**config.mk**
```make
export PLATFORM = sky130hd
export DESIGN_NAME = crc_checked_frame_parser_unit
export DESIGN_NICKNAME = d
export VERILOG_FILES = /design/src/rtl/cfp_pkg.sv /design/src/rtl/cfp_front.sv /design/src/rtl/cfp_queue.sv /design/src/rtl/cfp_back.sv /design/src/rtl/crc_checked_frame_parser_unit.sv
export SDC_FILE = /design/constraint.sdc
export NUM_CORES = 1
export LEC_CHECK = 0
export ABC_AREA = 1
export ABC_CLOCK_PERIOD_IN_PS = 5000
export BUFFER_PORTS_ARGS = -buffer_cell sky130_fd_sc_hd__clkbuf_2
export CAP_MARGIN = 5
export CORE_ASPECT_RATIO = 0.7
export CORE_MARGIN = 2
export CORE_UTILIZATION = 55
export DETAILED_ROUTE_END_ITERATION = 16
export GPL_TIMING_DRIVEN = 0
export HOLD_SLACK_MARGIN = 0.12
export PLACE_DENSITY = 0.74
export SETUP_SLACK_MARGIN = 0.4
export SYNTH_ARGS = -nofsm -noshare
export SYNTH_HDL_FRONTEND = slang
export SYNTH_SLANG_ARGS = --single-unit
```
**constraint.sdc**
```tcl
create_clock -name clk -period 5 [get_ports clk]
set_input_delay 1 -clock clk [delete_from_list [all_inputs] [get_ports clk]]
set_output_delay 1 -clock clk [all_outputs]
set_load 0.02 [all_outputs]
```
**src/rtl/cfp_pkg.sv**
```systemverilog
// Package for the CRC-checked frame parser: entry and result types, error codes,
// CRC seeds and polynomials, byte-wide CRC update functions. No dependencies.
package cfp_pkg;

    localparam logic [7:0]  HCRC_SEED  = 8'h77;
    localparam logic [7:0]  HCRC_POLY  = 8'h8C;
    localparam logic [15:0] FCRC_SEED  = 16'h3692;
    localparam logic [15:0] FCRC_POLY  = 16'h8408;
    localparam logic [1:0]  LEN_HI_MASK = 2'h3;
    localparam logic [7:0]  START_RESET = 8'h55;
    localparam logic [9:0]  FRAME_MIN  = 10'd13;
    localparam logic [9:0]  POS_MAX    = 10'd1023;

    localparam int Q_AW    = 2;
    localparam int Q_DEPTH = 1 << Q_AW;

    localparam logic [2:0] ERR_OK        = 3'd0;
    localparam logic [2:0] ERR_SHORT     = 3'd1;
    localparam logic [2:0] ERR_START     = 3'd2;
    localparam logic [2:0] ERR_LENGTH    = 3'd3;
    localparam logic [2:0] ERR_HDR_CRC   = 3'd4;
    localparam logic [2:0] ERR_FRAME_CRC = 3'd5;

    // one classified byte, front to back
    typedef struct packed {
        logic [7:0] data;
        logic       last;
        logic       start_bad;   // offset zero and not the start marker
        logic       hdr_phase;   // offsets 0..2, both CRCs run
        logic       hcrc_chk;    // offset 3, header CRC byte
        logic       hf_en;       // offsets 4..10
        logic [2:0] hf_idx;
        logic       crc_body;    // frame CRC runs over this byte
        logic       trl_lo;      // trailer low byte
        logic       trl_hi;      // trailer high byte, frame CRC check
        logic [9:0] pos;
        logic [9:0] flen;        // frame length after this byte
    } entry_t;

    typedef struct packed {
        logic        frame_ok;
        logic [2:0]  err_code;
        logic [7:0]  src_addr;
        logic [7:0]  dst_addr;
        logic [15:0] seq_num;
        logic [7:0]  command_type;
        logic [7:0]  command_set;
        logic [7:0]  command_id;
        logic [9:0]  payload_bytes;
    } result_t;

    function automatic logic [7:0] crc8_byte(input logic [7:0] c, input logic [7:0] b);
        logic [7:0] r;
        r = c ^ b;
        for (int k = 0; k < 8; k++)
        begin
            r = r[0] ? ((r >> 1) ^ HCRC_POLY) : (r >> 1);
        end
        return r;
    endfunction

    function automatic logic [15:0] crc16_byte(input logic [15:0] c, input logic [7:0] b);
        logic [15:0] r;
        r = c ^ {8'h00, b};
        for (int k = 0; k < 8; k++)
        begin
            r = r[0] ? ((r >> 1) ^ FCRC_POLY) : (r >> 1);
        end
        return r;
    endfunction

endpackage

```
**src/rtl/cfp_front.sv**
```systemverilog
// Front end: accepts buffer bytes, tracks position and frame length, classifies
// each byte for the back end. Holds the start_byte register. Depends on cfp_pkg.
module cfp_front (
    input  logic            clk,
    input  logic            rst_n,
    input  logic            cfg_we,
    input  logic [7:0]      cfg_wdata,
    input  logic            push,
    input  logic [7:0]      rx_byte,
    input  logic            buf_last,
    input  logic            q_full,
    output logic            full,
    output logic            q_wr_en,
    output cfp_pkg::entry_t q_wr_data
);
    import cfp_pkg::*;

    logic [7:0]  start_reg;
    logic [9:0]  pos_reg, pos_next;
    logic [9:0]  flen_reg, flen_next;
    logic [10:0] pos_p1, pos_p2, flen_w;
    logic        accept;

    assign full   = q_full;
    assign accept = push && !q_full;

    assign pos_p1 = {1'b0, pos_reg} + 11'd1;
    assign pos_p2 = {1'b0, pos_reg} + 11'd2;
    assign flen_w = {1'b0, flen_reg};

    always_comb
    begin
        flen_next = flen_reg;
        if (pos_reg == 10'd1)
        begin
            flen_next = {flen_reg[9:8], rx_byte};
        end
        else if (pos_reg == 10'd2)
        begin
            flen_next = {rx_byte[1:0] & LEN_HI_MASK, flen_reg[7:0]};
        end
        pos_next = (pos_reg < POS_MAX) ? pos_reg + 10'd1 : pos_reg;
    end

    always_comb
    begin
        q_wr_data.data      = rx_byte;
        q_wr_data.last      = buf_last;
        q_wr_data.start_bad = (pos_reg == 10'd0) && (rx_byte != start_reg);
        q_wr_data.hdr_phase = pos_reg < 10'd3;
        q_wr_data.hcrc_chk  = pos_reg == 10'd3;
        q_wr_data.hf_en     = pos_reg inside {[10'd4:10'd10]};
        q_wr_data.hf_idx    = 3'(pos_reg - 10'd4);
        // frame length is settled once past the header CRC byte
        q_wr_data.crc_body  = !q_wr_data.hdr_phase && (pos_p2 < flen_w);
        q_wr_data.trl_lo    = !q_wr_data.hdr_phase && (pos_p2 == flen_w);
        q_wr_data.trl_hi    = !q_wr_data.hdr_phase && (pos_p1 == flen_w);
        q_wr_data.pos       = pos_reg;
        q_wr_data.flen      = flen_next;
    end

    assign q_wr_en = accept;

    always_ff @(posedge clk or negedge rst_n)
    begin
        if (!rst_n)
        begin
            start_reg <= START_RESET;
            pos_reg   <= '0;
            flen_reg  <= '0;
        end
        else
        begin
            if (cfg_we)
            begin
                start_reg <= cfg_wdata;
            end
            if (accept)
            begin
                if (buf_last)
                begin
                    pos_reg  <= '0;
                    flen_reg <= '0;
                end
                else
                begin
                    pos_reg  <= pos_next;
                    flen_reg <= flen_next;
                end
            end
        end
    end

endmodule

```
**src/rtl/cfp_queue.sv**
```systemverilog
// Short queue of classified bytes between front and back end.
// Depends on cfp_pkg (entry_t, Q_AW, Q_DEPTH).
module cfp_queue (
    input  logic            clk,
    input  logic            rst_n,
    input  logic            wr_en,
    input  cfp_pkg::entry_t wr_data,
    output logic            full,
    input  logic            rd_en,
    output logic            rd_valid,
    output cfp_pkg::entry_t rd_data
);
    import cfp_pkg::*;

    entry_t          mem [Q_DEPTH];
    logic [Q_AW-1:0] wp_reg, rp_reg;
    logic [Q_AW:0]   cnt_reg;
    logic            do_wr, do_rd;

    assign full     = cnt_reg == (Q_AW + 1)'(Q_DEPTH);
    assign rd_valid = cnt_reg != '0;
    assign rd_data  = mem[rp_reg];
    assign do_wr    = wr_en && !full;
    assign do_rd    = rd_en && rd_valid;

    always_ff @(posedge clk)
    begin
        if (do_wr)
        begin
            mem[wp_reg] <= wr_data;
        end
    end

    always_ff @(posedge clk or negedge rst_n)
    begin
        if (!rst_n)
        begin
            wp_reg  <= '0;
            rp_reg  <= '0;
            cnt_reg <= '0;
        end
        else
        begin
            if (do_wr)
            begin
                wp_reg <= wp_reg + 1'b1;
            end
            if (do_rd)
            begin
                rp_reg <= rp_reg + 1'b1;
            end
            if (do_wr && !do_rd)
            begin
                cnt_reg <= cnt_reg + 1'b1;
            end
            else if (do_rd && !do_wr)
            begin
                cnt_reg <= cnt_reg - 1'b1;
            end
        end
    end

endmodule

```
**src/rtl/cfp_back.sv**
```systemverilog
// Back end: runs header and frame CRCs, collects header fields, forms the verdict
// and holds results in a two-entry output queue. Depends on cfp_pkg.
module cfp_back (
    input  logic             clk,
    input  logic             rst_n,
    input  logic             ent_valid,
    input  cfp_pkg::entry_t  ent,
    output logic             ent_take,
    input  logic             pop,
    output logic             empty,
    output cfp_pkg::result_t res
);
    import cfp_pkg::*;

    logic [7:0]  hcrc_reg, hcrc_next;
    logic [15:0] fcrc_reg, fcrc_next;
    logic [7:0]  trl_lo_reg;
    logic [7:0]  hf_reg [7];
    logic [2:0]  vrd_reg, vrd_next;   // bit0 start, bit1 header crc, bit2 frame crc
    logic        done_reg, done_next;

    result_t     oq [2];
    logic        oq_wp_reg, oq_rp_reg;
    logic [1:0]  oq_cnt_reg;
    logic        oq_full, oq_wr, oq_rd;

    result_t     res_new;
    logic [2:0]  err;
    logic [10:0] count, flen_w;

    assign oq_full  = oq_cnt_reg == 2'd2;
    assign ent_take = ent_valid && !(ent.last && oq_full);
    assign oq_wr    = ent_take && ent.last;
    assign oq_rd    = pop && (oq_cnt_reg != 2'd0);
    assign empty    = oq_cnt_reg == 2'd0;
    assign res      = oq[oq_rp_reg];

    always_comb
    begin
        hcrc_next = hcrc_reg;
        fcrc_next = fcrc_reg;
        vrd_next  = vrd_reg;
        done_next = done_reg;
        if (ent.start_bad)
        begin
            vrd_next[0] = 1'b1;
        end
        if (ent.hdr_phase)
        begin
            hcrc_next = crc8_byte(hcrc_reg, ent.data);
            fcrc_next = crc16_byte(fcrc_reg, ent.data);
        end
        else
        begin
            if (ent.hcrc_chk && (hcrc_reg != ent.data))
            begin
                vrd_next[1] = 1'b1;
            end
            if (ent.crc_body)
            begin
                fcrc_next = crc16_byte(fcrc_reg, ent.data);
            end
            else if (ent.trl_hi)
            begin
                if ({ent.data, trl_lo_reg} != fcrc_reg)
                begin
                    vrd_next[2] = 1'b1;
                end
                done_next = 1'b1;
            end
        end
    end

    assign count  = {1'b0, ent.pos} + 11'd1;
    assign flen_w = {1'b0, ent.flen};

    // first failing check wins
    always_comb
    begin
        if (count < {1'b0, FRAME_MIN})
        begin
            err = ERR_SHORT;
        end
        else if (vrd_next[0])
        begin
            err = ERR_START;
        end
        else if ((ent.flen < FRAME_MIN) || (flen_w > count) || !done_next)
        begin
            err = ERR_LENGTH;
        end
        else if (vrd_next[1])
        begin
            err = ERR_HDR_CRC;
        end
        else if (vrd_next[2])
        begin
            err = ERR_FRAME_CRC;
        end
        else
        begin
            err = ERR_OK;
        end
    end

    // header bytes are all in place whenever the frame passes
    always_comb
    begin
        res_new          = '0;
        res_new.err_code = err;
        if (err == ERR_OK)
        begin
            res_new.frame_ok      = 1'b1;
            res_new.src_addr      = hf_reg[0];
            res_new.dst_addr      = hf_reg[1];
            res_new.seq_num       = {hf_reg[2], hf_reg[3]};
            res_new.command_type  = hf_reg[4];
            res_new.command_set   = hf_reg[5];
            res_new.command_id    = hf_reg[6];
            res_new.payload_bytes = ent.flen - FRAME_MIN;
        end
    end

    always_ff @(posedge clk)
    begin
        if (ent_take && ent.hf_en)
        begin
            hf_reg[ent.hf_idx] <= ent.data;
        end
        if (oq_wr)
        begin
            oq[oq_wp_reg] <= res_new;
        end
    end

    always_ff @(posedge clk or negedge rst_n)
    begin
        if (!rst_n)
        begin
            hcrc_reg   <= HCRC_SEED;
            fcrc_reg   <= FCRC_SEED;
            trl_lo_reg <= '0;
            vrd_reg    <= '0;
            done_reg   <= 1'b0;
            oq_wp_reg  <= 1'b0;
            oq_rp_reg  <= 1'b0;
            oq_cnt_reg <= '0;
        end
        else
        begin
            if (ent_take)
            begin
                if (ent.last)
                begin
                    hcrc_reg   <= HCRC_SEED;
                    fcrc_reg   <= FCRC_SEED;
                    trl_lo_reg <= '0;
                    vrd_reg    <= '0;
                    done_reg   <= 1'b0;
                end
                else
                begin
                    hcrc_reg <= hcrc_next;
                    fcrc_reg <= fcrc_next;
                    vrd_reg  <= vrd_next;
                    done_reg <= done_next;
                    if (!ent.hdr_phase && !ent.crc_body && ent.trl_lo)
                    begin
                        trl_lo_reg <= ent.data;
                    end
                end
            end
            if (oq_wr)
            begin
                oq_wp_reg <= ~oq_wp_reg;
            end
            if (oq_rd)
            begin
                oq_rp_reg <= ~oq_rp_reg;
            end
            if (oq_wr && !oq_rd)
            begin
                oq_cnt_reg <= oq_cnt_reg + 2'd1;
            end
            else if (oq_rd && !oq_wr)
            begin
                oq_cnt_reg <= oq_cnt_reg - 2'd1;
            end
        end
    end

endmodule

```
**src/rtl/crc_checked_frame_parser_unit.sv**
```systemverilog
// Frame check unit: one byte per cycle sustained while full is low, set by the byte-wide CRC update.
// Verdict path: the last byte is registered in the byte queue, then its verdict in the
// result queue, from which it can be popped, while no backlog is queued.
// Reset: start_byte returns to 0x55, position, CRC seeds, verdict and all queues
// clear at once; no clearing pass, bytes are taken from the first cycle.
module crc_checked_frame_parser_unit (
    input  logic        clk,
    input  logic        rst_n,
    // configuration: start-of-frame marker
    input  logic        cfg_we,
    input  logic [7:0]  cfg_wdata,
    // byte input, queue style
    input  logic        push,
    output logic        full,
    input  logic [7:0]  rx_byte,
    input  logic        buf_last,
    // verdict output, queue style
    output logic        empty,
    input  logic        pop,
    output logic        frame_ok,
    output logic [2:0]  err_code,
    output logic [7:0]  src_addr,
    output logic [7:0]  dst_addr,
    output logic [15:0] seq_num,
    output logic [7:0]  command_type,
    output logic [7:0]  command_set,
    output logic [7:0]  command_id,
    output logic [9:0]  payload_bytes
);
    import cfp_pkg::*;

    // front -> queue
    logic    q_wr_en;
    entry_t  q_wr_data;
    logic    q_full;
    // queue -> back
    logic    ent_valid;
    entry_t  ent;
    logic    ent_take;
    result_t res;

    // Front: position counter, length capture, start check, per-byte classification.
    cfp_front u_front (
        .clk       (clk),
        .rst_n     (rst_n),
        .cfg_we    (cfg_we),
        .cfg_wdata (cfg_wdata),
        .push      (push),
        .rx_byte   (rx_byte),
        .buf_last  (buf_last),
        .q_full    (q_full),
        .full      (full),
        .q_wr_en   (q_wr_en),
        .q_wr_data (q_wr_data)
    );

    // Decoupling queue: lets the back end stall on a full result queue without
    // stopping the byte stream at once.
    cfp_queue u_queue (
        .clk      (clk),
        .rst_n    (rst_n),
        .wr_en    (q_wr_en),
        .wr_data  (q_wr_data),
        .full     (q_full),
        .rd_en    (ent_take),
        .rd_valid (ent_valid),
        .rd_data  (ent)
    );

    // Back: CRC engines, header capture, verdict priority, result queue.
    cfp_back u_back (
        .clk       (clk),
        .rst_n     (rst_n),
        .ent_valid (ent_valid),
        .ent       (ent),
        .ent_take  (ent_take),
        .pop       (pop),
        .empty     (empty),
        .res       (res)
    );

    assign frame_ok      = res.frame_ok;
    assign err_code      = res.err_code;
    assign src_addr      = res.src_addr;
    assign dst_addr      = res.dst_addr;
    assign seq_num       = res.seq_num;
    assign command_type  = res.command_type;
    assign command_set   = res.command_set;
    assign command_id    = res.command_id;
    assign payload_bytes = res.payload_bytes;

`ifndef SYNTHESIS
    // a passing verdict always carries the ok code and vice versa
    a_ok_code: assert property (@(posedge clk) disable iff (!rst_n)
        !empty |-> (frame_ok == (err_code == ERR_OK)))
        else $error("frame_ok disagrees with err_code");

    // a failed frame reports no header fields
    a_fail_zero: assert property (@(posedge clk) disable iff (!rst_n)
        (!empty && !frame_ok) |-> (src_addr == 8'h00 && seq_num == 16'h0000 &&
                                   command_id == 8'h00 && payload_bytes == 10'd0))
        else $error("failed frame carries header fields");

    // a waiting verdict is not overwritten by later frames
    a_hold: assert property (@(posedge clk) disable iff (!rst_n)
        (!empty && !pop) |=> (!empty && $stable(err_code) && $stable(seq_num)))
        else $error("waiting verdict changed");
`endif

endmodule
```
==> summary.txt, run 1 <==
Floorplanning
  • Row count: 56
  • Die height: 158 um
  • Initial cell density of the core: 55.6%
  • I/O Pins: 94
  • Core footprint: 33400 sq um
  • Die area: 35200 sq um
  • Width of the chip: 224 um

STA
  • # setup viols final: 0
  • Slew Limit Fails: 0
  • Setup ws final: 0.762 ns
  • Worst Skew: 0.0190 ns
  • Slew HR: 14.0%
  • Fin crit period: 4.24 ns
  • Worst Tran Pin Value: 1.28 ns
  • Period utilization: 84.8%
  • Final hold viol count: 0
  • Max Clock Freq: 236 MHz
  • RSZ-0062 raised after global routing: no

Place
  • Area post-placement: 19800 sq um
  • Final RePlAce weighted congestion: 0.902
  • Port Buf Inserts: 92
  • DP Wirelength: 29.4 mm
  • Setup Slack @ Placement: 0.794 ns

Setup path
  • Worst-path fanout max: 10
  • CP Capture Type: flop
  • Critical path arrival: 4.53 ns
  • Worst path required time: 5.30 ns
  • Reg2reg start: u_queue.rp_reg[0]
  • WS Path Type: reg2reg
  • Startpoint types: flop
  • Worst Setup SP: u_queue.rp_reg[0]

Outcome
  • Status: finished clean

Clock network
  • CTS sink cnt: 419
  • Setup Fix Bufs, Post-CTS: 0
  • Clock Latency Late Sink: 0.55 ns
  • Post-CTS Hold Buffers: 0
  • Num CTS Buffers: 40
  • CTS Root Cell: clkbuf_16
  • Post-CTS sizing: 0
  • CTS tree: done
  • Clk pin slew, worst setup/hold paths: 0.06 ns
  • H-tree levels: 2
  • Clock Path Buffers: 3

Routing
  • DR pass1 iterations: 5
  • # DRC: 0
  • Routed WL per cell: 18.4 um
  • ANT nets after route: 0
  • Vias: 12300
  • Vias per inst: 5.39
  • Final wirelength: 41.9 mm
  • 1st-iter DRT viols: 1201

Final layout
  • Fin area: 21200 sq um
  • # nets final: 1872
  • Max reg flops: 148
  • Fill cells: 2570
  • Layout cells sized above 1: 15.8%
  • Area grow syn2layout: 14.2%

Flow run
  • Max-cap violations: 0

Synthesis
  • Async set-reset flop share out of synthesis: 17.9%
  • Cell count after synthesis: 1673
  • Post-synthesis sequential area ratio: 65.9%
  • Yosys reg bits: 419
  • Synth warnings: 0
  • Mapped cell area: 18600 sq um
  • Syn Area/Cell: 11.1 sq um
  • Number of synthesized flops with an enable pin: 344
  • Ys flop type: edfxtp_1
  • Yosys cell types: 60
  • Syn Nets: 1728

Global routing
  • GRT Overall Usage: 24.1%
  • Number of global-route vias before repair: 11700
  • GRT overflow: 0
  • Initial antenna violation count: 2
  • First-pass GRT wire length: 64.7 mm
  • Pin count of the biggest net entering global routing: 56

Worst hold path
  • Hold Crit Class: in2async
==> area by class of cell <==
class / count / area (sq um) / share of cell area [%]
diodes: 1 / 2.50 / 0.0118
plain buffers: 52 / 298 / 1.41
clock buffers: 53 / 1110 / 5.25
clock inverters: 19 / 236 / 1.12
inverters: 199 / 749 / 3.54
multi-input cells: 1003 / 5320 / 25.1
flip-flops and latches: 419 / 12200 / 57.7
well taps: 435 / 544 / 2.57
repair buffers: 102 / 686 / 3.24
==> cells in the final DEF, fill, tap and decap left out, types with 6 or more instances in the layout <==
master     instances
nand2_2            6
xnor2_1           22
o21a_1             7
nand2_1          456
nor2_1           115
o21ai_0           41
a21oi_1           29
inv_1            185
dfstp_2           17
clkbuf_1          28
nor3_1             9
clkinv_1           6
ha_1              32
inv_2             10
buf_4              6
edfxtp_1         344
nand3_1           66
nor2_4             8
clkbuf_16         41
buf_2             18
buf_6              6
mux2_2             9
nand4_1           10
xor2_1            61
clkbuf_2          93
dfrtp_1           58
nor2_2            31
o22ai_1           43
==> critical path: stages (launching register included) <==
cell and delay (ns):
dfrtp_1 0.37, buf_6 0.13, inv_4 0.06, buf_4 0.19, buf_4 0.21, buf_2 0.23, clkbuf_1 0.37, nand2_1 0.10
a32oi_1 0.34, inv_1 0.15, ha_1 0.22, o31ai_1 0.24, nand3_1 0.10, nand2_1 0.08, nand4_1 0.09, nand2_1 0.07
nand2_1 0.04, nand2_1 0.05, nand2_1 0.12, nand3_1 0.10, nand2_1 0.08, nand3_2 0.15, buf_6 0.18, buf_6 0.19
nor2_2 0.06
==> Yosys cell counts (3+ instances only) <==
master | number | share of area (%)
nand4_1 | 10 | 0.34
clkbuf_1 | 20 | 0.40
a32oi_2 | 4 | 0.35
o21a_1 | 7 | 0.28
o22ai_1 | 43 | 1.5
xnor2_1 | 22 | 1.0
inv_1 | 185 | 3.7
dfrtp_1 | 58 | 7.8
nor2_1 | 121 | 2.4
or2_1 | 3 | 0.10
o21ai_1 | 4 | 0.11
buf_4 | 6 | 0.24
nand3_1 | 66 | 1.8
nand2_2 | 6 | 0.20
buf_2 | 18 | 0.49
mux2_2 | 9 | 0.55
buf_6 | 6 | 0.36
o31ai_1 | 3 | 0.12
or2_2 | 4 | 0.13
inv_2 | 10 | 0.20
ha_1 | 32 | 2.2
dfstp_2 | 17 | 2.4
nand2_1 | 456 | 9.2
a32oi_1 | 5 | 0.24
nor3_1 | 9 | 0.24
nor2_2 | 31 | 1.0
xor2_1 | 61 | 2.9
xor2_2 | 3 | 0.26
edfxtp_1 | 344 | 56
clkinv_1 | 3 | 0.061
a21oi_1 | 29 | 0.78
o21ai_0 | 41 | 1.1
nor4_1 | 5 | 0.17
==> per-layer routing <==
| layer | GRT usage (%) | wire length, um |
|---|---|---|
| met5 | 0 | 0 |
| met3 | 4.90 | 3600 |
| met2 | 35.7 | 18100 |
| met1 | 36.7 | 19400 |
| met4 | 5.71 | 785 |
==> through the flow <==
| step | cells | setup TNS [ns] | hold WS (ns) | utilization [%] |
|---|---|---|---|---|
| after floorplan | 1673 | 0 | 0.452 | - |
| after global routing | 2283 | 0 | 0.399 | 63.5 |
| final | 2283 | 0 | 0.395 | 63.5 |
| after global placement | 2200 | -338.95 | 0.467 | 58.6 |
| after detailed placement | 2209 | 0 | 0.483 | 59.4 |
| after CTS | 2281 | 0 | 0.379 | 63.5 |
==> worst paths after layout <==
| path | endpoint | slack [ns] | cells past startpoint |
|---|---|---|---|
| min | u_queue.rp_reg[0] | 0.40 | 1 |
| min in group clk | u_back.vrd_reg[0] | 0.49 | 2 |
| max in group asynchronous | u_back.hcrc_reg[2] | 3.97 | 2 |
| max | u_back.oq[0][63] | 0.76 | 24 |
| max reg2reg | u_back.oq[0][63] | 0.76 | 24 |
| min reg2reg | u_back.vrd_reg[0] | 0.49 | 2 |
==> kinds of logic after synthesis <==
family / share of synthesized area (%)
mux: 0.546
fa+ha+maj: 2.27
buf+inv: 5.64
simple gates: 16.2
compound gates: 5.23
flops: 65.9
xor+xnor: 4.18
Power of run 1 is left out: the tool's default activity adds up to more than one toggle a clock period on the data nets, which glitch-free logic cannot reach.
==> run 2, diff against run 1 <==
ABC_CLOCK_PERIOD_IN_PS = 4450   (was 5000)
CORE_UTILIZATION = 61   (was 55)
PLACE_DENSITY = 0.77   (was 0.74)
clock period = 4.45 ns   (was 5 ns; I/O delays follow)
==> run 2 against run 1 <==
Clock-buffer cell count decreased by 2. Final cell count decreased by 1.1%. Worst setup slack got worse by 0.16 ns. Sequential share of layout area is essentially flat. Global-route usage rose by 2.5 points. Clock skew rose by 0.0027 ns.
==> summary.txt, run 2 (synthesized netlist as in run 1, its figures left out) <==
Floorplanning
  • Width of the chip: 212 um (-5.0%)
  • Core footprint: 30000 sq um (-10%)
  • Row count: 53 (-5.4%)
  • Initial cell density of the core: 61.9% (+6.3 points)
  • I/O Pins: 94 (unchanged)
  • Die height: 150 um (-4.9%)
  • Die area: 31800 sq um (-9.6%)

Setup path
  • Critical path arrival: 4.19 ns (-0.34 ns)
  • Critical path's top delay family: simple AND/OR/NAND/NOR gates
  • Cell repeated most along the worst path: nand2_1
  • CP peak stage delay: 0.37 ns (about the same)
  • Worst-path fanout max: 10 (unchanged)
  • Startpoint types: flop
  • CP Capture Type: flop
  • Critical path destination: u_back.oq[0][16]
  • WP buf/inv: 4 (-5)
  • CP Cell Sequence: buf_6 -> inv_4 -> clkbuf_4 -> nand2_1 -> a32oi_4 -> ha_1 -> nand3_1 -> nor2_4 -> xor2_2 -> ha_1 -> a21oi_1 -> nand2_1 -> nand4_1 -> nand2_1 -> nand2_1 -> nand2_1 -> nand2_1 -> nand3_1 -> nor2_2 -> nand3_4 -> buf_2 -> nor2_1
  • R2r endpoint: u_back.oq[0][16]
  • Worst path required time: 4.79 ns (-0.51 ns)
  • Critical-path top delay cell: dfrtp_1
  • Worst Setup SP: u_queue.rp_reg[0]
  • WS Path Type: reg2reg
  • R2R setup slack: 0.61 ns (-0.16 ns)
  • Reg2reg start: u_queue.rp_reg[0]
  • Levels on crit path: 22 (-8.3%)
  • Reg2reg path depth: 22 (-8.3%)

Global routing
  • GRT overflow: 0 (unchanged)
  • Number of global-route vias before repair: 11900 (+2.2%)
  • Initial antenna violation count: 0 (-2)
  • GRT Overall Usage: 26.6% (+2.5 points)
  • Pin count of the biggest net entering global routing: 55 (-1.8%)
  • First-pass GRT wire length: 63.9 mm (-1.2%)

Final layout
  • Area grow syn2layout: 14.2% (about the same)
  • Layout cells sized above 1: 16.3% (+0.50 points)
  • Commonest cells after routing, fill and taps aside: 455 x nand2_1, 344 x edfxtp_1, 185 x inv_1
  • # diodes: 0 (-1)
  • Fin util: 70.6% (+7.2 points)
  • # nets final: 1871 (-0.053%)
  • Commonest non-fill, non-tap cell in the layout: nand2_1
  • Max reg flops: 148 (unchanged)

Routing
  • Vias per inst: 5.53 (+2.6%)
  • # DRC: 0 (unchanged)
  • 1st-iter DRT viols: 1241 (+3.3%)
  • Routed WL per cell: 18.3 um (-0.22%)
  • Vias: 12500 (+1.4%)
  • Final wirelength: 41.3 mm (-1.3%)
  • DR pass1 iterations: 6 (+1)
  • ANT nets after route: 0 (unchanged)

Place
  • Port Buf Inserts: 92 (unchanged)
  • Final RePlAce weighted congestion: 0.906 (+0.43%)
  • DP Wirelength: 29.1 mm (-1.3%)

STA
  • RSZ-0062 raised after global routing: no
  • Period utilization: 86.4% (+1.6 points)
  • Fin crit period: 3.84 ns (-0.394 ns)
  • Worst Skew: 0.0217 ns (+0.00269 ns)
  • Max Clock Freq: 260 MHz (+10%)
  • Final hold viol count: 0 (unchanged)
  • Slew HR: 24.8% (+11 points)
  • Slew Limit Fails: 0 (unchanged)
  • # setup viols final: 0 (unchanged)
  • Worst Tran Pin Value: 1.12 ns (-0.160 ns)

Clock network
  • CTS sink cnt: 419 (unchanged)
  • Num CTS Buffers: 39 (-2.5%)
  • CTS Root Cell: clkbuf_16
  • H-tree levels: 2 (unchanged)
  • CTS tree: done
  • Clock Latency Late Sink: 0.55 ns (about the same)
  • Clk pin slew, worst setup/hold paths: 0.06 ns (about the same)
  • Clock Path Buffers: 3 (unchanged)
  • Post-CTS Hold Buffers: 0 (unchanged)

Outcome
  • Status: finished clean

Flow run
  • Max-cap violations: 0 (unchanged)

Worst hold path
  • Hold Crit Class: in2async
==> run 2: worst register-to-register path, cell delays in order, from the launching register on <==
cell      delay [ns]
dfrtp_1         0.37
buf_6           0.13
inv_4           0.05
clkbuf_4        0.23
nand2_1         0.12
a32oi_4         0.26
ha_1            0.25
nand3_1         0.13
nor2_4          0.18
xor2_2          0.21
ha_1            0.29
a21oi_1         0.13
nand2_1         0.06
nand4_1         0.09
nand2_1         0.06
nand2_1         0.06
nand2_1         0.05
nand2_1         0.09
nand3_1         0.13
nor2_2          0.16
nand3_4         0.12
buf_2           0.22
nor2_1          0.25
==> run 2: how the worst min path moves through the flow <==
stage / depth (start not counted) / from / to / slack (ns)
after CTS: 1 / rst_n / u_back.fcrc_reg[8] / 0.28
after global routing: 1 / rst_n / u_back.fcrc_reg[8] / 0.30
after global placement: 2 / u_back.vrd_reg[0] / u_back.vrd_reg[0] / 0.47
final: 1 / rst_n / u_back.fcrc_reg[8] / 0.29
after detailed placement: 2 / u_back.vrd_reg[0] / u_back.vrd_reg[0] / 0.47
after floorplan: 2 / u_back.vrd_reg[0] / u_back.vrd_reg[0] / 0.45
==> run 2: per-stage QoR <==
step / instance area (sq um) / setup slack, ns / cells / setup TNS [ns] / hold WS [ns]
floorplan: 18600 / -0.400 / 1673 / -56.00 / 0.452
global placement: 19500 / -2.76 / 2177 / -430.45 / 0.465
detailed placement: 19800 / 0.346 / 2187 / 0 / 0.475
CTS: 21100 / 0.470 / 2258 / 0 / 0.284
global route: 21200 / 0.402 / 2258 / 0 / 0.297
finish: 21200 / 0.606 / 2258 / 0 / 0.292
==> run 2: layout make-up <==
class	instances	area [sq um]
Tap cell	412	515
Sequential cell	419	12200
Clock inverter	20	240
Fill cell	2080	8800
Inverter	199	749
Buffer	52	323
Timing Repair Buffer	102	656
Clock buffer	51	1080
Multi-Input combinational cell	1003	5380
==> run 2: repair_timing <==
action,4_1_cts,5_1_grt
endpoints found under the setup margin,114,134
resized for setup,2,24
pin swaps,0,1
endpoints found under the hold margin,0,0
buffers inserted,0,0
==> run 2: routing by layer <==
layer | up-vias | GRT usage [%] | wire length (um)
met2 | 579 | 40.5 | 18400
met5 | - | 0 | 0
li1 | 5862 | - | -
met4 | 0 | 6.33 | 631
met1 | 5979 | 39.3 | 18300
met3 | 57 | 6.02 | 4000
Power of run 2 is left out for the same reason.
